## src/rtl/rdf_pkg.sv

```systemverilog
`timescale 1ns / 1ps

package rdf_pkg;

  // Radix mode codes held in the configuration register.
  localparam logic [1:0] MODE_HEX = 2'd0;
  localparam logic [1:0] MODE_OCT = 2'd1;
  localparam logic [1:0] MODE_DEC = 2'd2;

  localparam int VAL_W     = 16;
  localparam int NUM_BCD   = 5;
  localparam int BCD_W     = 4 * NUM_BCD;
  localparam int DD_W      = BCD_W + VAL_W;
  localparam int DD_STAGES = 4;
  localparam int DD_STEPS  = VAL_W / DD_STAGES;
  localparam int MAX_CHARS = 6;

  localparam logic [7:0] ASCII_ZERO = 8'h30;

  localparam logic [15:0][7:0] HEX_DIGITS = {
    8'h46, 8'h45, 8'h44, 8'h43, 8'h42, 8'h41, 8'h39, 8'h38,
    8'h37, 8'h36, 8'h35, 8'h34, 8'h33, 8'h32, 8'h31, 8'h30
  };

  // One request as it moves down the conversion pipeline.
  typedef struct packed {
    logic [DD_W-1:0]  dd;    // BCD digits on top, binary still to shift below
    logic [VAL_W-1:0] val;   // masked value, kept for hex and octal
    logic             word;
    logic [1:0]       mode;
  } rdf_item_t;

  typedef logic [MAX_CHARS-1:0][7:0] rdf_chars_t;

  // A group of shift-and-add-three steps of the binary to BCD conversion.
  function automatic logic [DD_W-1:0] dd_steps(input logic [DD_W-1:0] x);
    logic [DD_W-1:0] t;
    t = x;
    for (int i = 0; i < DD_STEPS; i++) begin
      for (int j = 0; j < NUM_BCD; j++) begin
        if (t[VAL_W + 4*j +: 4] >= 4'd5) begin
          t[VAL_W + 4*j +: 4] = t[VAL_W + 4*j +: 4] + 4'd3;
        end
      end
      t = {t[DD_W-2:0], 1'b0};
    end
    return t;
  endfunction

  function automatic logic [7:0] hex_char(input logic [3:0] d);
    return HEX_DIGITS[d];
  endfunction

  function automatic logic [7:0] oct_char(input logic [2:0] d);
    return ASCII_ZERO + {5'd0, d};
  endfunction

  function automatic logic [7:0] dec_char(input logic [3:0] d);
    return ASCII_ZERO + {4'd0, d};
  endfunction

endpackage

```

## src/rtl/rdf_dd_stage.sv

```systemverilog
`timescale 1ns / 1ps

module rdf_dd_stage (
  input  logic               clk,
  input  logic               rst_n,
  input  logic               in_v,
  input  rdf_pkg::rdf_item_t in_item,
  output logic               in_rdy,
  output logic               out_v,
  output rdf_pkg::rdf_item_t out_item,
  input  logic               out_rdy
);
  import rdf_pkg::*;

  logic      v_r;
  rdf_item_t item_r;
  rdf_item_t item_nxt;

  // The stage takes a new request when it is empty or its content moves on.
  assign in_rdy = !v_r || out_rdy;

  always_comb begin
    item_nxt    = in_item;
    item_nxt.dd = dd_steps(in_item.dd);
  end

  always_ff @(posedge clk) begin
    if (!rst_n) begin
      v_r <= 1'b0;
    end else if (in_rdy) begin
      v_r <= in_v;
    end
  end

  always_ff @(posedge clk) begin
    if (in_rdy && in_v) begin
      item_r <= item_nxt;
    end
  end

  assign out_v    = v_r;
  assign out_item = item_r;

endmodule

```

## src/rtl/rdf_serializer.sv

```systemverilog
`timescale 1ns / 1ps

module rdf_serializer (
  input  logic               clk,
  input  logic               rst_n,
  input  logic               in_v,
  input  rdf_pkg::rdf_item_t in_item,
  output logic               in_rdy,
  output logic               out_valid,
  input  logic               out_ready,
  output logic [7:0]         out_ascii_char,
  output logic               out_last
);
  import rdf_pkg::*;

  logic       v_r;
  rdf_chars_t chars_r;
  logic [2:0] rem_r;

  rdf_chars_t ld_chars;
  logic [2:0] ld_cnt;
  logic [NUM_BCD-1:0][3:0] bcd;
  logic [2:0] lz;
  logic [3:0] src;
  logic       last_out;

  // Digits of the converted value, most significant first.
  always_comb begin
    for (int k = 0; k < NUM_BCD; k++) begin
      bcd[k] = in_item.dd[DD_W - 4*(k+1) +: 4];
    end
    if (bcd[0] != 4'd0) begin
      lz = 3'd0;
    end else if (bcd[1] != 4'd0) begin
      lz = 3'd1;
    end else if (bcd[2] != 4'd0) begin
      lz = 3'd2;
    end else if (bcd[3] != 4'd0) begin
      lz = 3'd3;
    end else begin
      lz = 3'd4;
    end
  end

  always_comb begin
    ld_chars = '0;
    ld_cnt   = 3'd1;
    src      = '0;
    case (in_item.mode)
      MODE_HEX: begin
        if (in_item.word) begin
          ld_chars[0] = hex_char(in_item.val[15:12]);
          ld_chars[1] = hex_char(in_item.val[11:8]);
          ld_chars[2] = hex_char(in_item.val[7:4]);
          ld_chars[3] = hex_char(in_item.val[3:0]);
          ld_cnt      = 3'd4;
        end else begin
          ld_chars[0] = hex_char(in_item.val[7:4]);
          ld_chars[1] = hex_char(in_item.val[3:0]);
          ld_cnt      = 3'd2;
        end
      end
      MODE_OCT: begin
        if (in_item.word) begin
          ld_chars[0] = oct_char({2'd0, in_item.val[15]});
          ld_chars[1] = oct_char(in_item.val[14:12]);
          ld_chars[2] = oct_char(in_item.val[11:9]);
          ld_chars[3] = oct_char(in_item.val[8:6]);
          ld_chars[4] = oct_char(in_item.val[5:3]);
          ld_chars[5] = oct_char(in_item.val[2:0]);
          ld_cnt      = 3'd6;
        end else begin
          ld_chars[0] = oct_char(in_item.val[8:6]);
          ld_chars[1] = oct_char(in_item.val[5:3]);
          ld_chars[2] = oct_char(in_item.val[2:0]);
          ld_cnt      = 3'd3;
        end
      end
      default: begin
        for (int k = 0; k < NUM_BCD; k++) begin
          src = 4'(k) + {1'b0, lz};
          if (src < 4'(NUM_BCD)) begin
            ld_chars[k] = dec_char(bcd[src[2:0]]);
          end
        end
        ld_cnt = 3'(NUM_BCD) - lz;
      end
    endcase
  end

  assign last_out = (rem_r == 3'd1);
  assign in_rdy   = !v_r || (out_ready && last_out);

  always_ff @(posedge clk) begin
    if (!rst_n) begin
      v_r   <= 1'b0;
      rem_r <= '0;
    end else if (in_rdy) begin
      v_r <= in_v;
      if (in_v) begin
        rem_r <= ld_cnt;
      end
    end else if (out_ready) begin
      rem_r <= rem_r - 3'd1;
    end
  end

  always_ff @(posedge clk) begin
    if (in_rdy) begin
      if (in_v) begin
        chars_r <= ld_chars;
      end
    end else if (out_ready) begin
      chars_r <= {8'd0, chars_r[MAX_CHARS-1:1]};
    end
  end

  assign out_valid      = v_r;
  assign out_ascii_char = chars_r[0];
  assign out_last       = last_out;

endmodule

```

## src/rtl/radix_digit_formatter.sv

```systemverilog
`timescale 1ns / 1ps

// Formats 8-bit or 16-bit values as ASCII digits, one character per result.
// Input requests arrive on in_valid/in_ready with in_value and in_is_word; a
// byte uses only bits 7..0. Characters leave on out_valid/out_ready, most
// significant first, with out_last high on the final character of a value.
// The radix is set through cfg_wr_en/cfg_wr_data: 0 hex (2 or 4 digits),
// 1 octal (3 or 6 digits), 2 or 3 decimal without leading zeros.
// The first character of a request passes through four stages of binary to
// BCD conversion and then the character buffer. The output gives one
// character per cycle while out_ready is high; the character buffer holds a
// value until its last character is taken, and loads the following value as
// that character leaves. The conversion stages accept a new request in every
// cycle while they drain.
// Reset (rst_n low, synchronous) empties every stage and sets the radix to
// hexadecimal. When the receiver stalls, the current character is held, the
// stages fill up behind it and in_ready falls once no stage can move on.
module radix_digit_formatter (
  input  logic        clk,
  input  logic        rst_n,
  input  logic        in_valid,
  output logic        in_ready,
  input  logic [15:0] in_value,
  input  logic        in_is_word,
  output logic        out_valid,
  input  logic        out_ready,
  output logic [7:0]  out_ascii_char,
  output logic        out_last,
  input  logic        cfg_wr_en,
  input  logic [1:0]  cfg_wr_data
);
  import rdf_pkg::*;

  // Radix register; user writes it only while block is idle, not enforced.
  logic [1:0] mode_r;

  // Handshake and payload between the pipeline stages. Index 0 is the input
  // request, index DD_STAGES the request handed to the character buffer.
  logic      stg_v   [DD_STAGES+1];
  logic      stg_rdy [DD_STAGES+1];
  rdf_item_t stg_item[DD_STAGES+1];

  always_ff @(posedge clk) begin
    if (!rst_n) begin
      mode_r <= MODE_HEX;
    end else if (cfg_wr_en) begin
      mode_r <= cfg_wr_data;
    end
  end

  // A byte request has its high bits cleared before conversion, so the BCD
  // result and the octal top digit both see only bits 7..0.
  always_comb begin
    stg_item[0].val  = in_is_word ? in_value : {8'd0, in_value[7:0]};
    stg_item[0].dd   = {{BCD_W{1'b0}}, stg_item[0].val};
    stg_item[0].word = in_is_word;
    stg_item[0].mode = mode_r;
  end

  assign stg_v[0] = in_valid;
  assign in_ready = stg_rdy[0];

  // Binary to BCD conversion, a quarter of the shift steps in each stage.
  for (genvar g = 0; g < DD_STAGES; g++) begin : g_dd
    rdf_dd_stage u_stage (
      .clk      (clk),
      .rst_n    (rst_n),
      .in_v     (stg_v[g]),
      .in_item  (stg_item[g]),
      .in_rdy   (stg_rdy[g]),
      .out_v    (stg_v[g+1]),
      .out_item (stg_item[g+1]),
      .out_rdy  (stg_rdy[g+1])
    );
  end

  // Character buffer: builds the digit string and sends it out one by one.
  rdf_serializer u_ser (
    .clk            (clk),
    .rst_n          (rst_n),
    .in_v           (stg_v[DD_STAGES]),
    .in_item        (stg_item[DD_STAGES]),
    .in_rdy         (stg_rdy[DD_STAGES]),
    .out_valid      (out_valid),
    .out_ready      (out_ready),
    .out_ascii_char (out_ascii_char),
    .out_last       (out_last)
  );

endmodule
```

## config.mk

```make
export PLATFORM = sky130hd
export DESIGN_NAME = radix_digit_formatter
export DESIGN_NICKNAME = d
export VERILOG_FILES = /design/src/rtl/rdf_pkg.sv /design/src/rtl/rdf_dd_stage.sv /design/src/rtl/rdf_serializer.sv /design/src/rtl/radix_digit_formatter.sv
export SDC_FILE = /design/constraint.sdc
export NUM_CORES = 1
export LEC_CHECK = 0
export ABC_AREA = 1
export BUFFER_PORTS_ARGS = -buffer_cell sky130_fd_sc_hd__buf_2
export CAP_MARGIN = 20
export CORE_UTILIZATION = 30
export DETAILED_ROUTE_END_ITERATION = 12
export HOLD_SLACK_MARGIN = 0.02
export PLACE_DENSITY = 0.43
export SLEW_MARGIN = 5
export SYNTH_ARGS = -nofsm -noshare
export SYNTH_HDL_FRONTEND = slang
export SYNTH_SLANG_ARGS = --single-unit
```

## constraint.sdc

```tcl
create_clock -name clk -period 9.3 [get_ports clk]
set_input_delay 1.86 -clock clk [delete_from_list [all_inputs] [get_ports clk]]
set_output_delay 1.86 -clock clk [all_outputs]
set_load 0.03 [all_outputs]
```

-- After elaboration in Yosys (flattened, before gate mapping)
Memories as Yosys holds them, arrays and structs flattened. A register that Yosys moved wholly into a read port is not among the register bits.
Index checks and enable logic that the tools add are counted.
- flip-flop bits (word level): 230
- latch bits: 0
- bits in writable memories: 0
- ROM bits: 512
- input port bits: 24
- output and inout bits: 11
- word-level logic and storage cells: 329
- memories: 4
- add/sub/neg operators: 82
- multipliers: 0
- divide/modulo/power cells: 0
- $lt $le $gt $ge: 79
- eq/ne operators: 3
- shift-type cells: 0
- muxes and demuxes: 109
- bitwise gates (word level): 0
- reductions and logical operators: 22
- memories (name ; depth ; width ; rd ports ; clocked after Yosys merged registers in ; write ports ; RTL line ; source):
    (no name shown) ; 16 ; 8 ; 1 ; 1 ; 0 ; rdf_pkg.sv:51 ; return HEX_DIGITS[d];
    (no name shown) ; 16 ; 8 ; 1 ; 1 ; 0 ; rdf_pkg.sv:51 ;
    (no name shown) ; 16 ; 8 ; 1 ; 1 ; 0 ; rdf_pkg.sv:51 ;
    (no name shown) ; 16 ; 8 ; 1 ; 1 ; 0 ; rdf_pkg.sv:51 ;
- operator list (operator ; number):
    $mux W4 ; 62
    $ge A4 B3 Y1 const B ; 60
    $add A4 B2 Y4 const B ; 50
    $mux W48 ; 3
    $mux W8 ; 10
    $pmux W32 S2 ; 1
    $bmux W4 S3 ; 5
    $mux W3 ; 20
    $mux W16 ; 3
    $mux W24 ; 2
    $add A6 B3 Y7 const A ; 5
    $add A6 B4 Y7 const A ; 5
    $add A3 B2 Y3 const B ; 10
    $lt A3 B4 Y1 const B ; 5
    $lt A4 B5 Y1 const B ; 4
    $lt A4 B3 Y1 const B ; 4
    $pmux W8 S2 ; 1
    $reduce_bool A4 Y1 ; 4
    $add A1 B2 Y3 const B ; 4
    $ge A1 B3 Y1 const B ; 4
    $add A2 B3 Y4 const A ; 2
    $add A6 B1 Y7 const A ; 1
    $pmux W3 S2 ; 1
    $logic_and A1 B1 Y1 ; 5
    16 further kinds ; 24

-- Depth between registers and ports, before layout
- depth after elaboration: 13
- gate-level depth with buffers: 26
- mapped depth without buffers: 26

-- Hierarchy
A second synthesis with hierarchy kept.
- cell total of the unflattened synthesis: 2323
- area, all modules: 18236.2 sq um
- by module, submodules not included (module ; instances ; cells each ; area an instance (sq um) ; sequential area each (sq um)):
    rdf_dd_stage ; 4 ; 454 ; 3684.8 ; 1551.5
    rdf_serializer ; 1 ; 477 ; 3350.7 ; 1071.0
    radix_digit_formatter ; 1 ; 30 ; 146.4 ; 40.0

-- Worst setup path after synthesis
OpenSTA, ideal clock, no wires.
- path kind: in2out
- start: input out_ready
- end: output in_ready
- arrival: 2.715 ns
- required time: 7.440 ns
- path slack: 4.725 ns
- cell stages on the path: 10
- path buffers: 0
- cell sequence: nand2_1 > nand2_2 > nor2_1 > inv_1 > nor2_1 > inv_1 > nor2_1 > inv_1 > nor2_1 > inv_1
- longest elaborated chain between the ends: 6
- ends and longest elaborated chain (element ; RTL line ; source):
    start, declared ; radix_digit_formatter.sv:26 ; input logic out_ready,
    $logic_and A1 B1 Y1 ; rdf_serializer.sv:92 ; assign in_rdy = !v_r || (out_ready && last_out);
    $logic_or A1 B1 Y1 ; rdf_serializer.sv:92 ;
    $logic_or A1 B1 Y1 (4 in series) ; rdf_dd_stage.sv:20 ; assign in_rdy = !v_r || out_rdy;
    end, declared ; radix_digit_formatter.sv:22 ; output logic in_ready,
No other way between the ends.

-- Worst setup path after layout
Same ends and word-level chain as after synthesis.

==> impl_metrics.csv <==
group,metric,value,unit
finish,drive_gt1_frac,0.1523,
placement,routabilityCongestion,0.8214,
global_route,grt_pass1_vias,8082,
clock_tree,cts_buffer_depth,2,
power,powerDensity,262.6,mW/mm^2
global_route,grt_overflow,0,
routing,top_layer,"met4",
worst_setup_path,critPathKind,"in2out",
clock_tree,cts_sinks,189,
clock_tree,ctsHtreeMaxLevel,4,
sta,fmax,0.1832,GHz
die,rows,71,
synth,syn-num-nets,1416,
outcome,status,"finished clean",
sta,worst_slew_pin_slew,0.9115,ns
sta,rsz0062_at_grt,"false",
placement,dpl.hpwl,19120,um
routing,dr_wl_met3,733,um
synth,synth_area_leaders,"edfxtp_1 (40%), nand2_1 (9.8%), inv_1 (7.0%)",
worst_setup_path,crit_family,"simple AND/OR/NAND/NOR gates",
worst_setup_path,cp_max_fo,42,
synth,yosys.area.top_type,"edfxtp_1",
routing,dr_wl_met2,11080,um
routing,via_count,8536,
clock_tree,postCtsResizedCells,0,
global_route,grt_max_degree,45,
synth,synth_top_area_share,0.4049,
worst_setup_path,start_kind,"input port",
placement,io_buffers,33,
clock_tree,clk_pin_slew_worst_paths,0.07,ns
routing,drt_first_pass_iters,5,
finish,syn2layout_area_growth,11.43,%
job,max_cap_violations,0,
clock_tree,cts_made_buffers,17,
sta,fin_worst_skew,0.01533,ns
die,die_w,197.7,um
synth,synth_cells,1340,
finish,antenna_cells,0,
global_route,grt_pass1_wl,40640,um
worst_setup_path,crit_chain,"buf_2 -> nand2_1 -> nand2_2 -> nor2_1 -> inv_1 -> nor2_1 -> inv_1 -> nor2_1 -> inv_1 -> nor2_1 -> inv_1 -> buf_2",
finish,finalNonFillerCells,1896,
synth,synth_seq_cells,189,
power,leakage,5.798,nW
die,start_util,0.3052,
routing,ant_nets,0,
sta,maxSlewViolCount,0,
worst_hold_path,hold_class,"reg2reg",
routing,detailedRoute.firstIterationViolations,461,
synth,yosys_warnings,0,
synth,syn_avg_cell_area,8.578,um^2
routing,wl_met1,12630,um
die,dieArea,0.03910,mm^2
synth,synth_ff_type,"edfxtp_1",
synth,async_flop_share,0,
global_route,grt_util_all_layers,0.1330,
worst_setup_path,end_kind,"output port",
sta,finalCritPeriodShare,0.5869,
clock_tree,cts_root_buf,"clkbuf_16",
worst_setup_path,cp.arrival,3.60,ns
sta,period_minus_slack,5.458,ns
synth,synth_edf_count,155,
sta,hold_viol,0,
clock_tree,tritoncts,"yes",
power,ir_drop,131.7,uV
synth,yosysUniqueCellTypes,56,
clock_tree,hold_buffers,0,
die,core-area,0.03767,mm^2
routing,drc,0,
worst_setup_path,cp_slowest_cell,"nand2_2",
sta,fin_tns_setup,0,ns
worst_setup_path,max_stage_delay,0.43,ns
clock_tree,postCtsSetupRepairBufs,0,
finish,nets,1448,
synth,ys_seq_area_frac,0.4641,
global_route,antenna_found_initial,0,
worst_setup_path,crit_required,7.44,ns
routing,via_per_inst,4.502,
sta,slew_headroom,0.3923,
routing,avgRoutedWirePerCell,13.06,um
die,die_h,197.7,um
sta,setup_violations,0,
power,finalPower,3.364,mW
die,io_pins,35,
worst_setup_path,critPathBufInv,6,
placement,dp.cells,1864,
synth,synth_area,0.01149,mm^2
clock_tree,clk_latency,0.44,ns
routing,drt_wl_total,24770,um
## cells by family after synthesis
logic type	after synthesis	synth area share
AND/OR/NAND/NOR	613	0.2590
adder cells (fa/ha/maj)	52	0.05660
other	1	0.0003262
flip-flops	189	0.4641
AO/OA/AOI/OAI	211	0.1116
XOR/XNOR	22	0.02199
buffers and inverters	250	0.08468
multiplexers	2	0.001742
## layout make-up
type,instances,area (um^2)
Sequential cell,189,5335
Clock inverter,13,151.4
Timing Repair Buffer,38,202.7
Tap cell,511,639.4
Fill cell,3946,24860
Multi-Input combinational cell,901,5202
Clock buffer,19,432.9
Inverter,225,844.6
## layer usage
metal	vias up	global-route usage
li1	4494	-
met1	3898	0.1812
met2	129	0.2141
met3	15	0.02402
met4	0	0.03962
met5	-	0
## layout by cell type (no fill, tap or decap), types with 4 or more instances in the layout
master     count
nor3_2         4
clkinv_4       4
ha_1          52
o221ai_1      12
a31oi_1       12
clkbuf_16     17
a21oi_1       43
nand2_4       14
a211oi_1       4
o211ai_1       7
inv_1        214
nand2_1      300
a221oi_1       4
nand3_4        6
buf_2         33
dfxtp_1       34
edfxtp_1     155
o21ai_1       11
o21ai_2       14
or2_2          7
nand4_1       18
nor2_1        96
a21o_1         7
inv_2          8
nand3_1       74
nand3_2       18
buf_4          5
nand2_2       56
o22ai_1        5
inv_8          4
nor3_1         9
xor2_1        15
o21ai_0       78
## power breakdown
group	internal [mW]	switching, mW	total (mW)
combinational	0.542	0.987	1.53
sequential	1.06	0.0379	1.10
clock	0.382	0.352	0.734
## cells in the mapped netlist, types with 15 or more instances
cell      instances
a21oi_1          43
o21ai_0          78
nor2_1           98
ha_1             52
nand2_2          56
dfxtp_1          34
edfxtp_1        155
nand3_1          74
nand4_1          18
nand3_2          18
xor2_1           15
inv_1           214
nand2_1         300
## worst paths after layout
kind | startpoint | end | slack (ns) | cells after the start
max | out_ready | in_ready | 3.84 | 12
min | g_dd[1].u_stage.out_item[17] | g_dd[2].u_stage.out_item[17] | 0.41 | 0
max reg2reg | u_ser.rem_r[1] | flop | 5.58 | 15
min reg2reg | g_dd[1].u_stage.out_item[17] | g_dd[2].u_stage.out_item[17] | 0.41 | 0
## metrics by stage
| step | utilization | setup WS, ns | cell area [um^2] | hold slack [ns] |
|---|---|---|---|---|
| 2_1_floorplan | - | 4.725 | 11490 | 0.4003 |
| 3_3_place_gp | 0.3245 | 3.825 | 12220 | 0.4018 |
| 3_5_place_dp | 0.3245 | 3.834 | 12220 | 0.4045 |
| 4_1_cts | 0.3401 | 3.825 | 12810 | 0.4138 |
| 5_1_grt | 0.3401 | 3.520 | 12810 | 0.4171 |
| 6_report | 0.3401 | 3.842 | 12810 | 0.4135 |
Power figures use the tool's default switching activity.
